==> config.mk <==
export PLATFORM = sky130hd
export DESIGN_NAME = keyframe_linear_interpolator_core
export DESIGN_NICKNAME = d
export VERILOG_FILES = /design/src/kfli_pkg.sv /design/src/kfli_ram.sv /design/src/kfli_div.sv /design/src/keyframe_linear_interpolator_core.sv
export SDC_FILE = /design/constraint.sdc
export NUM_CORES = 2
export LEC_CHECK = 0
export ABC_CLOCK_PERIOD_IN_PS = 13200
export BUFFER_PORTS_ARGS = -buffer_cell sky130_fd_sc_hd__buf_2
export CAP_MARGIN = 15
export CORE_AREA = 2 2 360 362
export DETAILED_ROUTE_END_ITERATION = 8
export DIE_AREA = 0 0 362 364
export GPL_ROUTABILITY_DRIVEN = 0
export PLACE_DENSITY = 0.77
export SLEW_MARGIN = 20
export SYNTH_ARGS = -nofsm -noshare
export SYNTH_HDL_FRONTEND = slang
export SYNTH_SLANG_ARGS = --single-unit
==> constraint.sdc <==
create_clock -name i_clk -period 13.2 [get_ports i_clk]
set_input_delay 1.32 -clock i_clk [delete_from_list [all_inputs] [get_ports i_clk]]
set_output_delay 1.32 -clock i_clk [all_outputs]
set_load 0.05 [all_outputs]
==> src/kfli_pkg.sv <==
// Package with the constants, types and field widths of the keyframe linear interpolator.
package kfli_pkg;

    localparam int MAX_PAIRS  = 16;
    localparam int IDX_W      = $clog2(MAX_PAIRS);
    localparam int CNT_W      = IDX_W + 1;

    localparam int TIME_W     = 17;
    localparam int VAL_W      = 32;
    localparam int ENTRY_W    = TIME_W + VAL_W + 1;

    localparam int PAIR_CNT_W = 5;
    localparam int CFG_ADDR_W = 1;
    localparam int CFG_DATA_W = 32;

    localparam int DV_W       = VAL_W + 1;
    localparam int DD_W       = TIME_W + 1;
    localparam int PROD_W     = DV_W + DD_W;
    localparam int QUO_W      = PROD_W + 1;
    localparam int SUM_W      = QUO_W + 1;
    localparam int DIV_CNT_W  = $clog2(PROD_W + 1);

    localparam logic [TIME_W-1:0] TIME_ONE = TIME_W'(65536);

    localparam logic [CFG_ADDR_W-1:0] REG_PAIR_COUNT = CFG_ADDR_W'(0);
    localparam logic [CFG_ADDR_W-1:0] REG_FALLBACK   = CFG_ADDR_W'(1);

    localparam logic OP_WRITE = 1'b0;
    localparam logic OP_QUERY = 1'b1;

    typedef enum logic [2:0] {
        t_ST_IDLE,
        t_ST_LOAD0,
        t_ST_WALK,
        t_ST_MUL,
        t_ST_DIVS,
        t_ST_DIVW,
        t_ST_FIN
    } t_state;

endpackage

==> src/kfli_ram.sv <==
// Generic single-port-write, single-port-read RAM with a registered read.
module kfli_ram #(
    parameter int WIDTH = 8,
    parameter int DEPTH = 16
) (
    input  logic                     i_clk,
    input  logic                     i_we,
    input  logic [$clog2(DEPTH)-1:0] i_waddr,
    input  logic [WIDTH-1:0]         i_wdata,
    input  logic [$clog2(DEPTH)-1:0] i_raddr,
    output logic [WIDTH-1:0]         o_rdata
);

    logic [WIDTH-1:0] r_mem [DEPTH];
    logic [WIDTH-1:0] r_rdata;

    always_ff @(posedge i_clk) begin
        if (i_we) begin
            r_mem[i_waddr] <= i_wdata;
        end
        r_rdata <= r_mem[i_raddr];
    end

    assign o_rdata = r_rdata;

endmodule

==> src/kfli_div.sv <==
// Restoring unsigned divider that retires one quotient bit per cycle.
module kfli_div (
    input  logic                             i_clk,
    input  logic                             i_rst_n,
    input  logic                             i_start,
    input  logic [kfli_pkg::PROD_W-1:0]      i_dividend,
    input  logic [kfli_pkg::TIME_W-1:0]      i_divisor,
    output logic                             o_done,
    output logic [kfli_pkg::PROD_W-1:0]      o_quotient
);

    logic                            r_busy;
    logic                            r_done;
    logic [kfli_pkg::DIV_CNT_W-1:0]  r_cnt;
    logic [kfli_pkg::TIME_W-1:0]     r_rem;
    logic [kfli_pkg::TIME_W-1:0]     r_dsr;
    logic [kfli_pkg::PROD_W-1:0]     r_quo;

    logic [kfli_pkg::TIME_W:0]       w_rem_sh;
    logic                            w_ge;
    logic [kfli_pkg::TIME_W:0]       w_diff;

    assign w_rem_sh = {r_rem, r_quo[kfli_pkg::PROD_W-1]};
    assign w_ge     = (w_rem_sh >= {1'b0, r_dsr});
    assign w_diff   = w_rem_sh - {1'b0, r_dsr};

    always_ff @(posedge i_clk) begin
        if (!i_rst_n) begin
            r_busy <= 1'b0;
            r_done <= 1'b0;
            r_cnt  <= '0;
        end else begin
            r_done <= 1'b0;
            if (i_start) begin
                r_busy <= 1'b1;
                r_cnt  <= kfli_pkg::DIV_CNT_W'(kfli_pkg::PROD_W);
            end else if (r_busy) begin
                r_cnt <= r_cnt - kfli_pkg::DIV_CNT_W'(1);
                if (r_cnt == kfli_pkg::DIV_CNT_W'(1)) begin
                    r_busy <= 1'b0;
                    r_done <= 1'b1;
                end
            end
        end
    end

    always_ff @(posedge i_clk) begin
        if (i_start) begin
            r_rem <= '0;
            r_dsr <= i_divisor;
            r_quo <= i_dividend;
        end else if (r_busy) begin
            r_rem <= w_ge ? w_diff[kfli_pkg::TIME_W-1:0] : w_rem_sh[kfli_pkg::TIME_W-1:0];
            r_quo <= {r_quo[kfli_pkg::PROD_W-2:0], w_ge};
        end
    end

    assign o_done     = r_done;
    assign o_quotient = r_quo;

endmodule

==> src/keyframe_linear_interpolator_core.sv <==
// Top level of the keyframe linear interpolator: keyframe table, table walk and blend.
//
// Channel   | Direction | Handshake            | Payload
// ----------+-----------+----------------------+-----------------------------------------
// item      | in        | start high, busy low | i_opcode, i_entry_*, i_day_fraction
// result    | out       | o_valid, one cycle   | o_level_value, o_from_fallback
// config    | in        | i_cfg_we             | i_cfg_addr, i_cfg_wdata
//
// A write item leaves busy low. A query item walks the stored pairs through the registered
// read of the keyframe RAM; a blend then runs the multiply, the divider start, the wait on
// the one-bit-per-cycle divider and the sum. A zero count answers in the next cycle.
// Reset clears the control state, the valid flag and the config registers, not the RAM.
// The receiver cannot stall: each result is shown for exactly one cycle.
module keyframe_linear_interpolator_core (
    input  logic                                 i_clk,
    input  logic                                 i_rst_n,
    input  logic                                 start,
    output logic                                 busy,
    input  logic                                 i_opcode,
    input  logic [3:0]                           i_entry_index,
    input  logic [kfli_pkg::TIME_W-1:0]          i_entry_time,
    input  logic signed [kfli_pkg::VAL_W-1:0]    i_entry_value,
    input  logic                                 i_entry_invalid,
    input  logic signed [kfli_pkg::VAL_W-1:0]    i_day_fraction,
    input  logic                                 i_cfg_we,
    input  logic [kfli_pkg::CFG_ADDR_W-1:0]      i_cfg_addr,
    input  logic [kfli_pkg::CFG_DATA_W-1:0]      i_cfg_wdata,
    output logic                                 o_valid,
    output logic signed [kfli_pkg::VAL_W-1:0]    o_level_value,
    output logic                                 o_from_fallback
);

    kfli_pkg::t_state r_state, n_state;

    logic [kfli_pkg::PAIR_CNT_W-1:0]     r_pair_count;
    logic signed [kfli_pkg::VAL_W-1:0]   r_fallback;

    logic [kfli_pkg::CNT_W-1:0]          r_count, n_count;
    logic [kfli_pkg::TIME_W-1:0]         r_d, n_d;
    logic [kfli_pkg::IDX_W-1:0]          r_nxt, n_nxt;
    logic [kfli_pkg::TIME_W-1:0]         r_prev_t, n_prev_t;
    logic signed [kfli_pkg::VAL_W-1:0]   r_prev_v, n_prev_v;
    logic signed [kfli_pkg::DV_W-1:0]    r_dv, n_dv;
    logic signed [kfli_pkg::DD_W-1:0]    r_dd, n_dd;
    logic [kfli_pkg::TIME_W-1:0]         r_den, n_den;
    logic signed [kfli_pkg::PROD_W-1:0]  r_prod, n_prod;
    logic                                r_neg, n_neg;
    logic signed [kfli_pkg::QUO_W-1:0]   r_q, n_q;
    logic signed [kfli_pkg::VAL_W-1:0]   r_level, n_level;
    logic                                r_fb, n_fb;
    logic                                r_valid, n_valid;

    logic                                w_accept;
    logic                                w_ram_we;
    logic [kfli_pkg::IDX_W-1:0]          w_ram_raddr;
    logic [kfli_pkg::ENTRY_W-1:0]        w_ram_rdata;
    logic [kfli_pkg::TIME_W-1:0]         w_rd_t;
    logic signed [kfli_pkg::VAL_W-1:0]   w_rd_v;
    logic                                w_rd_inv;
    logic [kfli_pkg::CNT_W-1:0]          w_nxt_p1;
    logic                                w_div_start;
    logic                                w_div_done;
    logic [kfli_pkg::PROD_W-1:0]         w_div_quo;
    logic [kfli_pkg::PROD_W-1:0]         w_abs;
    logic signed [kfli_pkg::PROD_W-1:0]  w_prod;
    logic signed [kfli_pkg::SUM_W-1:0]   w_sum;
    logic signed [kfli_pkg::QUO_W-1:0]   w_quo_s;

    assign busy     = (r_state != kfli_pkg::t_ST_IDLE);
    assign w_accept = start && !busy;
    assign w_ram_we = w_accept && (i_opcode == kfli_pkg::OP_WRITE) &&
                      (32'(i_entry_index) < kfli_pkg::MAX_PAIRS);

    assign w_rd_t   = w_ram_rdata[kfli_pkg::TIME_W-1:0];
    assign w_rd_v   = $signed(w_ram_rdata[kfli_pkg::TIME_W +: kfli_pkg::VAL_W]);
    assign w_rd_inv = w_ram_rdata[kfli_pkg::ENTRY_W-1];
    assign w_nxt_p1 = {1'b0, r_nxt} + kfli_pkg::CNT_W'(1);

    assign w_prod  = r_dv * r_dd;
    assign w_abs   = r_prod[kfli_pkg::PROD_W-1] ? $unsigned(-r_prod) : $unsigned(r_prod);
    assign w_quo_s = $signed({1'b0, w_div_quo});
    assign w_sum   = {{(kfli_pkg::SUM_W - kfli_pkg::VAL_W){r_prev_v[kfli_pkg::VAL_W-1]}},
                      r_prev_v} + {r_q[kfli_pkg::QUO_W-1], r_q};
    assign w_div_start = (r_state == kfli_pkg::t_ST_DIVS);

    always_comb begin
        unique case (r_state)
            kfli_pkg::t_ST_LOAD0: w_ram_raddr = kfli_pkg::IDX_W'(1);
            kfli_pkg::t_ST_WALK:  w_ram_raddr = w_nxt_p1[kfli_pkg::IDX_W-1:0];
            default:              w_ram_raddr = '0;
        endcase
    end

    kfli_ram #(
        .WIDTH (kfli_pkg::ENTRY_W),
        .DEPTH (kfli_pkg::MAX_PAIRS)
    ) u_ram (
        .i_clk   (i_clk),
        .i_we    (w_ram_we),
        .i_waddr (kfli_pkg::IDX_W'(i_entry_index)),
        .i_wdata ({i_entry_invalid, i_entry_value, i_entry_time}),
        .i_raddr (w_ram_raddr),
        .o_rdata (w_ram_rdata)
    );

    kfli_div u_div (
        .i_clk      (i_clk),
        .i_rst_n    (i_rst_n),
        .i_start    (w_div_start),
        .i_dividend (w_abs),
        .i_divisor  (r_den),
        .o_done     (w_div_done),
        .o_quotient (w_div_quo)
    );

    always_comb begin
        n_state = r_state;
        unique case (r_state)
            kfli_pkg::t_ST_IDLE: begin
                if (w_accept && (i_opcode == kfli_pkg::OP_QUERY) && (r_pair_count != '0)) begin
                    n_state = kfli_pkg::t_ST_LOAD0;
                end
            end
            kfli_pkg::t_ST_LOAD0: begin
                if (r_count == kfli_pkg::CNT_W'(1)) begin
                    n_state = kfli_pkg::t_ST_IDLE;
                end else begin
                    n_state = kfli_pkg::t_ST_WALK;
                end
            end
            kfli_pkg::t_ST_WALK: begin
                if (w_rd_inv) begin
                    n_state = kfli_pkg::t_ST_IDLE;
                end else if (w_rd_t >= r_d) begin
                    n_state = (w_rd_t <= r_prev_t) ? kfli_pkg::t_ST_IDLE : kfli_pkg::t_ST_MUL;
                end else if ((w_rd_t >= kfli_pkg::TIME_ONE) || (w_nxt_p1 == r_count)) begin
                    n_state = kfli_pkg::t_ST_IDLE;
                end
            end
            kfli_pkg::t_ST_MUL:  n_state = kfli_pkg::t_ST_DIVS;
            kfli_pkg::t_ST_DIVS: n_state = kfli_pkg::t_ST_DIVW;
            kfli_pkg::t_ST_DIVW: begin
                if (w_div_done) begin
                    n_state = kfli_pkg::t_ST_FIN;
                end
            end
            kfli_pkg::t_ST_FIN:  n_state = kfli_pkg::t_ST_IDLE;
            default:             n_state = kfli_pkg::t_ST_IDLE;
        endcase
    end

    always_comb begin
        n_count  = r_count;
        n_d      = r_d;
        n_nxt    = r_nxt;
        n_prev_t = r_prev_t;
        n_prev_v = r_prev_v;
        n_dv     = r_dv;
        n_dd     = r_dd;
        n_den    = r_den;
        n_prod   = r_prod;
        n_neg    = r_neg;
        n_q      = r_q;
        n_level  = r_level;
        n_fb     = r_fb;
        n_valid  = 1'b0;
        unique case (r_state)
            kfli_pkg::t_ST_IDLE: begin
                if (w_accept && (i_opcode == kfli_pkg::OP_QUERY)) begin
                    if (32'(r_pair_count) > kfli_pkg::MAX_PAIRS) begin
                        n_count = kfli_pkg::CNT_W'(kfli_pkg::MAX_PAIRS);
                    end else begin
                        n_count = kfli_pkg::CNT_W'(r_pair_count);
                    end
                    if (i_day_fraction < 0) begin
                        n_d = '0;
                    end else if (i_day_fraction > 32'sd65536) begin
                        n_d = kfli_pkg::TIME_ONE;
                    end else begin
                        n_d = i_day_fraction[kfli_pkg::TIME_W-1:0];
                    end
                    if (r_pair_count == '0) begin
                        n_level = r_fallback;
                        n_fb    = 1'b1;
                        n_valid = 1'b1;
                    end
                end
            end
            kfli_pkg::t_ST_LOAD0: begin
                n_prev_t = w_rd_t;
                n_prev_v = w_rd_v;
                n_nxt    = kfli_pkg::IDX_W'(1);
                if (r_count == kfli_pkg::CNT_W'(1)) begin
                    n_level = w_rd_v;
                    n_fb    = 1'b0;
                    n_valid = 1'b1;
                end
            end
            kfli_pkg::t_ST_WALK: begin
                n_dv  = {w_rd_v[kfli_pkg::VAL_W-1], w_rd_v} -
                        {r_prev_v[kfli_pkg::VAL_W-1], r_prev_v};
                n_dd  = $signed({1'b0, r_d}) - $signed({1'b0, r_prev_t});
                n_den = w_rd_t - r_prev_t;
                if (w_rd_inv) begin
                    n_level = r_prev_v;
                    n_fb    = 1'b0;
                    n_valid = 1'b1;
                end else if (w_rd_t >= r_d) begin
                    if (w_rd_t <= r_prev_t) begin
                        n_level = w_rd_v;
                        n_fb    = 1'b0;
                        n_valid = 1'b1;
                    end
                end else begin
                    n_prev_t = w_rd_t;
                    n_prev_v = w_rd_v;
                    n_nxt    = w_nxt_p1[kfli_pkg::IDX_W-1:0];
                    if ((w_rd_t >= kfli_pkg::TIME_ONE) || (w_nxt_p1 == r_count)) begin
                        n_level = w_rd_v;
                        n_fb    = 1'b0;
                        n_valid = 1'b1;
                    end
                end
            end
            kfli_pkg::t_ST_MUL: begin
                n_prod = w_prod;
            end
            kfli_pkg::t_ST_DIVS: begin
                n_neg = r_prod[kfli_pkg::PROD_W-1];
            end
            kfli_pkg::t_ST_DIVW: begin
                if (w_div_done) begin
                    n_q = r_neg ? -w_quo_s : w_quo_s;
                end
            end
            kfli_pkg::t_ST_FIN: begin
                n_fb    = 1'b0;
                n_valid = 1'b1;
                if (w_sum[kfli_pkg::SUM_W-1:kfli_pkg::VAL_W-1] == '0 ||
                    w_sum[kfli_pkg::SUM_W-1:kfli_pkg::VAL_W-1] == '1) begin
                    n_level = w_sum[kfli_pkg::VAL_W-1:0];
                end else if (w_sum[kfli_pkg::SUM_W-1]) begin
                    n_level = {1'b1, {(kfli_pkg::VAL_W-1){1'b0}}};
                end else begin
                    n_level = {1'b0, {(kfli_pkg::VAL_W-1){1'b1}}};
                end
            end
            default: begin
                n_valid = 1'b0;
            end
        endcase
    end

    always_ff @(posedge i_clk) begin
        if (!i_rst_n) begin
            r_state <= kfli_pkg::t_ST_IDLE;
            r_valid <= 1'b0;
        end else begin
            r_state <= n_state;
            r_valid <= n_valid;
        end
    end

    always_ff @(posedge i_clk) begin
        if (!i_rst_n) begin
            r_pair_count <= '0;
            r_fallback   <= '0;
        end else if (i_cfg_we) begin
            if (i_cfg_addr == kfli_pkg::REG_PAIR_COUNT) begin
                r_pair_count <= i_cfg_wdata[kfli_pkg::PAIR_CNT_W-1:0];
            end else if (i_cfg_addr == kfli_pkg::REG_FALLBACK) begin
                r_fallback <= $signed(i_cfg_wdata[kfli_pkg::VAL_W-1:0]);
            end
        end
    end

    always_ff @(posedge i_clk) begin
        r_count  <= n_count;
        r_d      <= n_d;
        r_nxt    <= n_nxt;
        r_prev_t <= n_prev_t;
        r_prev_v <= n_prev_v;
        r_dv     <= n_dv;
        r_dd     <= n_dd;
        r_den    <= n_den;
        r_prod   <= n_prod;
        r_neg    <= n_neg;
        r_q      <= n_q;
        r_level  <= n_level;
        r_fb     <= n_fb;
    end

    assign o_valid         = r_valid;
    assign o_level_value   = r_level;
    assign o_from_fallback = r_fb;

endmodule
# Word-level counts from Yosys, hierarchy flattened
# Memories as Yosys holds them, arrays and structs flattened. A register that Yosys moved wholly into a read port is not among the register bits.
# Cells that the tools add are included.
# word_totals
regBits	414
mem_bits_rw	800
input_bits	124
output_inout_bits	35
wordCells	150
memories	1
# mem_list
name	words	width	rd	rd_clocked_by_memory_dff	wr	line	rtl
u_ram.r_mem	16	50	1	1	1	kfli_ram.sv:14	logic [WIDTH-1:0] r_mem [DEPTH];
# op_classes
addsub	9
mul	1
order_cmp	7
n_eq_ne	19
mux	58
bitwise_logic	4
reduce_logical	25
# ops
op	n
32-bit two-way mux	11
51-bit two-way mux	4
32-bit one-hot mux with 4 select lines	1
17-bit two-way mux	4
32-bit one-hot mux with 2 select lines	1
32-bit by 52-bit adder with 53-bit output	1
51-bit negation with 52-bit output	1
33-bit by 18-bit multiplier with 51-bit output	1
51-bit negation	1
17-bit one-hot mux with 2 select lines	1
17-bit subtractor	2
32-bit by 32-bit subtractor with 33-bit output	1
32-bit by 18-bit greater-than comparator with 1-bit output (second input constant)	1
32-bit by 1-bit less-than comparator with 1-bit output (second input constant)	1
22-bit equality test (second input constant)	1
22-bit logical NOT	1
1-bit two-way mux	20
18-bit by 17-bit greater-or-equal comparator with 1-bit output	1
3-bit one-hot mux with 6 select lines	1
17-bit by 17-bit subtractor with 18-bit output	1
17-bit greater-or-equal comparator	1
17-bit greater-or-equal comparator (second input constant)	1
17-bit <= comparator	1
4-bit one-hot mux with 2 select lines	2
32 further kinds	62

# Depth between registers and ports, before layout
# depth
ltp_word	7
ltp_mapped	27
depth_no_buf	26

# By module
# A second synthesis with hierarchy kept.
# hier_totals
hier_cells	6059
area_unflattened_um2	76437.1
# modules_own_cells
module	instances	cells_each	area_per_inst_um2	seq_area_each_um2
keyframe_linear_interpolator_core	1	4390	40891.7	9228.9
kfli_ram	1	1294	30913.4	25024.0
kfli_div	1	375	4631.9	2542.4

# Least setup slack after synthesis
# No wires, ideal clock.
# synth_timing
kind	reg2reg
startpoint	reg r_dv[24] in the netlist's numbering
endpoint	reg r_prod[48] in the netlist's numbering (data pin)
setup_ns	0.269
arrival_time_ns	6.445
required_time_ns	12.931
setup_slack_ns	6.487
path_stages_with_launch	25
n_path_buf	2
synth_period_minus_slack_ns	6.713
cell_sequence	edfxtp_1 clkbuf_1 clkbuf_1 nand2_1 fa_1 fa_1 fa_1 inv_1 fa_1 fa_1 inv_1 fa_1 inv_1 ha_1 a211oi_1 nand2_1 a31o_2 a221oi_1 o21ai_0 a21oi_1 o21bai_1 o41ai_1 o21ba_2 o31ai_1 xor2_1
# synth_via
elab_chain_cells	1
# synth_rtl
item	line	rtl
start, declared	keyframe_linear_interpolator_core.sv:43	logic signed [kfli_pkg::DV_W-1:0] r_dv, n_dv;
start signal, assigned	keyframe_linear_interpolator_core.sv:283	r_dv <= n_dv;
33-bit by 18-bit multiplier with 51-bit output	keyframe_linear_interpolator_core.sv:79	assign w_prod = r_dv * r_dd;
net w_prod (one bit)	keyframe_linear_interpolator_core.sv:65	logic signed [kfli_pkg::PROD_W-1:0] w_prod;
end signal, assigned	keyframe_linear_interpolator_core.sv:286	r_prod <= n_prod;
end, declared	keyframe_linear_interpolator_core.sv:46	logic signed [kfli_pkg::PROD_W-1:0] r_prod, n_prod;
# The timed path passes the listed nets, and every way through them passes these cells.
# A chain may end at the register's enable or synchronous reset.

# Final worst setup path
# layout_timing
startpoint	reg r_dd[4] in the netlist's numbering
endpoint	reg r_prod[48] in the netlist's numbering (data pin)
# layout_via
elab_chain_cells	1
# layout_rtl
item	line	rtl
start, declared	keyframe_linear_interpolator_core.sv:44	logic signed [kfli_pkg::DD_W-1:0] r_dd, n_dd;
start signal, assigned	keyframe_linear_interpolator_core.sv:284	r_dd <= n_dd;
33-bit by 18-bit multiplier with 51-bit output	keyframe_linear_interpolator_core.sv:79	
net w_prod (one bit)	keyframe_linear_interpolator_core.sv:65	
# The timed path passes the listed nets, and every way through them passes these cells.

==> results.sh <==
export IMPL_cap_violations=0
export IMPL_fin_crit_sh=0.603
export IMPL_r2r_cells=23
export IMPL_grt_pass1_vias=51600
export IMPL_grt_max_degree=149
export IMPL_syn_to_final_growth_pct=8.85
export IMPL_htree_levels=4
export IMPL_drc_errors=0
export IMPL_ctsHoldBuffers=0
export IMPL_vias_per_cell=6.24
export IMPL_yosys_warnings=0
export IMPL_path_max_fanout=17
export IMPL_p_sw_uw=3240
export IMPL_clkTransAtPathRegs_ns=0.07
export IMPL_cpMostUsedCell="fa_1"
export IMPL_pin_count=159
export IMPL_post_cts_resized=0
export IMPL_muxShareOfSynthArea=0.0616
export IMPL_syn_nets=7207
export IMPL_port_buffers=158
export IMPL_crit_path_end_kind="register"
export IMPL_seq_area_frac_synth=0.481
export IMPL_final_nets=7295
export IMPL_post_dp_cell_area_sq_um=79000
export IMPL_antenna_found_initial=16
export IMPL_arrival_ns=8.44
export IMPL_hpwl_microns=129000
export IMPL_synth_async_reset_ratio=0
export IMPL_totalWireLength_microns=198000
export IMPL_fmax_mhz=126
export IMPL_cts_tree="done"
export IMPL_fin_skew_ns=0.0391
export IMPL_synth_avg_cell_area_sq_um=12.3
export IMPL_clockBufferDepth=3
export IMPL_setup_viol=0
export IMPL_pwr_share_clk=0.336
export IMPL_crit_family="compound AO/OA/AOI/OAI gates"
export IMPL_synth_seq_cells=1264
export IMPL_first_pass_iters=6
export IMPL_hold_path_class="reg -> reg"
export IMPL_dpl_worst_slack_ns=5.41
export IMPL_worstMarginPinSlew_ns=1.29
export IMPL_seq_power_share=0.429
export IMPL_max_slew_margin=0.130
export IMPL_synth_top_family_by_area="adder cells"
export IMPL_die_area_sq_um=132000
export IMPL_r2r_end="r_prod[48]"
export IMPL_ff2ff_setup_slack_ns=5.24
export IMPL_drt_wirelength_per_cell_microns=24.4
export IMPL_synth_ff_type="edfxtp_1"
export IMPL_cts_sinks=1264
export IMPL_startpoint_type="register"
export IMPL_criticalPathCategory="reg -> reg"
export IMPL_critPathSlowestCell="edfxtp_1"
export IMPL_min_from="r_den[4]"
export IMPL_coreArea_sq_um=128000
export IMPL_ys_types=91
export IMPL_synth_area_sq_um=76500
export IMPL_cts_root_buffer="clkbuf_16"
export IMPL_cts_buffers=131
export IMPL_status="completed"
export IMPL_setup_ws_ns=5.24
export IMPL_finalSetupTns_ns=0
export IMPL_die_width_microns=362
export IMPL_switching_share=0.301
export IMPL_hold_viol=0
export IMPL_start_util=0.596
export IMPL_reg2reg_from="r_dd[4]"
export IMPL_fillCellCount=9096
export IMPL_cts_setup_buffers=0
export IMPL_synth_compound_area_frac=0.0739
export IMPL_die_height_microns=364
export IMPL_drtAntennaViolNets=0
export IMPL_min_path_cells=0
export IMPL_worstHoldEndpoint="u_div.r_dsr[4]"
export IMPL_p_int_uw=7520
export IMPL_vdd_ir_drop_max_mv=0.122
export IMPL_yosys_area_share_xor_xnor=0.0277
export IMPL_cp_cell_sequence="buf_4 > nand2_1 > fa_1 > fa_1 > inv_1 > ha_1 > ha_1 > fa_1 > inv_1 > fa_1 > inv_1 > ha_1 > a2111oi_0 > o21ai_0 > a32o_1 > a211oi_1 > o21ai_0 > a21oi_1 > o21bai_1 > o41ai_1 > o21ba_2 > o31ai_1 > xor2_1"
export IMPL_drt_iter0_drc=5548
export IMPL_drive_gt1_frac=0.109
export IMPL_netlist_instances=6229
export IMPL_worst_hold_slack_ns=0.418
export IMPL_slew_violations=0
export IMPL_leakage_uw=0.0322
export IMPL_critical_path_max_stage_delay_ns=0.81
export IMPL_min_period_ns=7.96
export IMPL_final_cell_area_sq_um=83200
export IMPL_insertion_delay_ns=0.78
export IMPL_grt_overflow=0
export IMPL_via_count=50600
export IMPL_cp_num_buf_inv=4
export IMPL_rsz0062_at_grt="no"
export IMPL_combPwrFrac=0.235
export IMPL_rows=132
export IMPL_synth_edf_count=1148
export IMPL_critPathRequiredTime_ns=13.69
export IMPL_yosys_area_share_adder=0.196
export IMPL_synthSimpleGateAreaFrac=0.107
export IMPL_grt_use_total=0.304
export IMPL_power_density_nw_per_um2=129
export IMPL_grt_pass1_wl_microns=301000
-- registers in the layout, summed over array words and instances, names as in the netlist, 18 cells and up --
signal,count
u_div.o_quotient,51
r_prod,51
u_ram.o_rdata,50
r_fallback,32
r_q,52
u_ram.r_mem,800
o_level_value,32
r_dv,33
r_prev_v,32
r_dd,18
-- cells in the final DEF, fill, tap and decap left out, types with 200 or more instances in the layout --
cell	instances
mux4_2	200
a21oi_1	211
nand2_1	839
ha_1	280
o21ai_0	206
fa_1	574
edfxtp_1	1148
inv_1	780
nor2_1	218
and2_1	253
-- power groups by stage --
stage	sequential (uW)	clock [uW]	combinational (uW)
after floorplan	4720	0	1690
after global placement	4690	0	2420
after detailed placement	4700	0	2480
after CTS	4610	3650	2510
after global routing	4620	3780	2770
final	4620	3610	2530
-- worst max-delay path by stage --
| stage | from | endpoint | slack, ns | cells after the start |
|---|---|---|---|---|
| 6_report | r_dd[4] | r_prod[48] | 5.24 | 23 |
| 5_1_grt | r_dd[4] | r_prod[48] | 4.94 | 24 |
| 4_1_cts | r_dd[4] | r_prod[48] | 5.35 | 24 |
| 3_5_place_dp | r_dd[4] | r_prod[48] | 5.41 | 24 |
| 3_3_place_gp | r_dd[4] | r_prod[48] | 5.53 | 24 |
| 2_1_floorplan | r_dv[24] | r_prod[48] | 6.49 | 24 |
-- layer usage --
layer | vias to the layer above | GRT usage | share of wire
li1 | 21800 | - | -
met1 | 25500 | 0.391 | 0.37
met2 | 2717 | 0.504 | 0.49
met3 | 553 | 0.0552 | 0.091
met4 | 14 | 0.142 | 0.046
met5 | - | 0 | 0.00043
-- cells in the mapped netlist, types with 116 or more instances --
library cell | n | share of area
fa_1 | 574 | 0.15
nor2_1 | 232 | 0.011
ha_1 | 280 | 0.046
o21ai_0 | 206 | 0.013
edfxtp_1 | 1148 | 0.45
a21oi_1 | 213 | 0.014
inv_1 | 783 | 0.038
xnor2_1 | 148 | 0.017
and2_1 | 253 | 0.021
clkbuf_1 | 228 | 0.011
nand2_1 | 840 | 0.041
mux4_2 | 200 | 0.059
dfxtp_1 | 116 | 0.030
-- stage by stage --
stage	total power, uW	instances	utilization
5_1_grt	11200	8101	0.648
2_1_floorplan	6410	6229	-
3_3_place_gp	7110	7859	0.616
4_1_cts	10800	8098	0.648
3_5_place_dp	7180	7859	0.616
6_report	10800	8104	0.649
-- area by class of cell --
cell class                 count  area, sq um  area share
clock buffer                 172         3530      0.0425
multi-input combinational   3904        35800       0.430
sequential                  1264        36800       0.442
clock inverter                67          659     0.00792
tap                         1675         2100      0.0252
timing repair buffer         230         1350      0.0162
antenna                        6         15.0    0.000180
inverter                     786         2950      0.0355
-- cell families (layout without fill, tap and decap cells) --
| family | Yosys count | after routing |
|---|---|---|
| other cells | 0 | 6 |
| flops | 1264 | 1264 |
| xor+xnor | 242 | 242 |
| fa+ha+maj | 854 | 854 |
| compound gates | 856 | 856 |
| buf+inv | 1061 | 1255 |
| mux | 219 | 219 |
| simple gates | 1733 | 1733 |
Note: power is estimated with default switching activity, not from simulation.
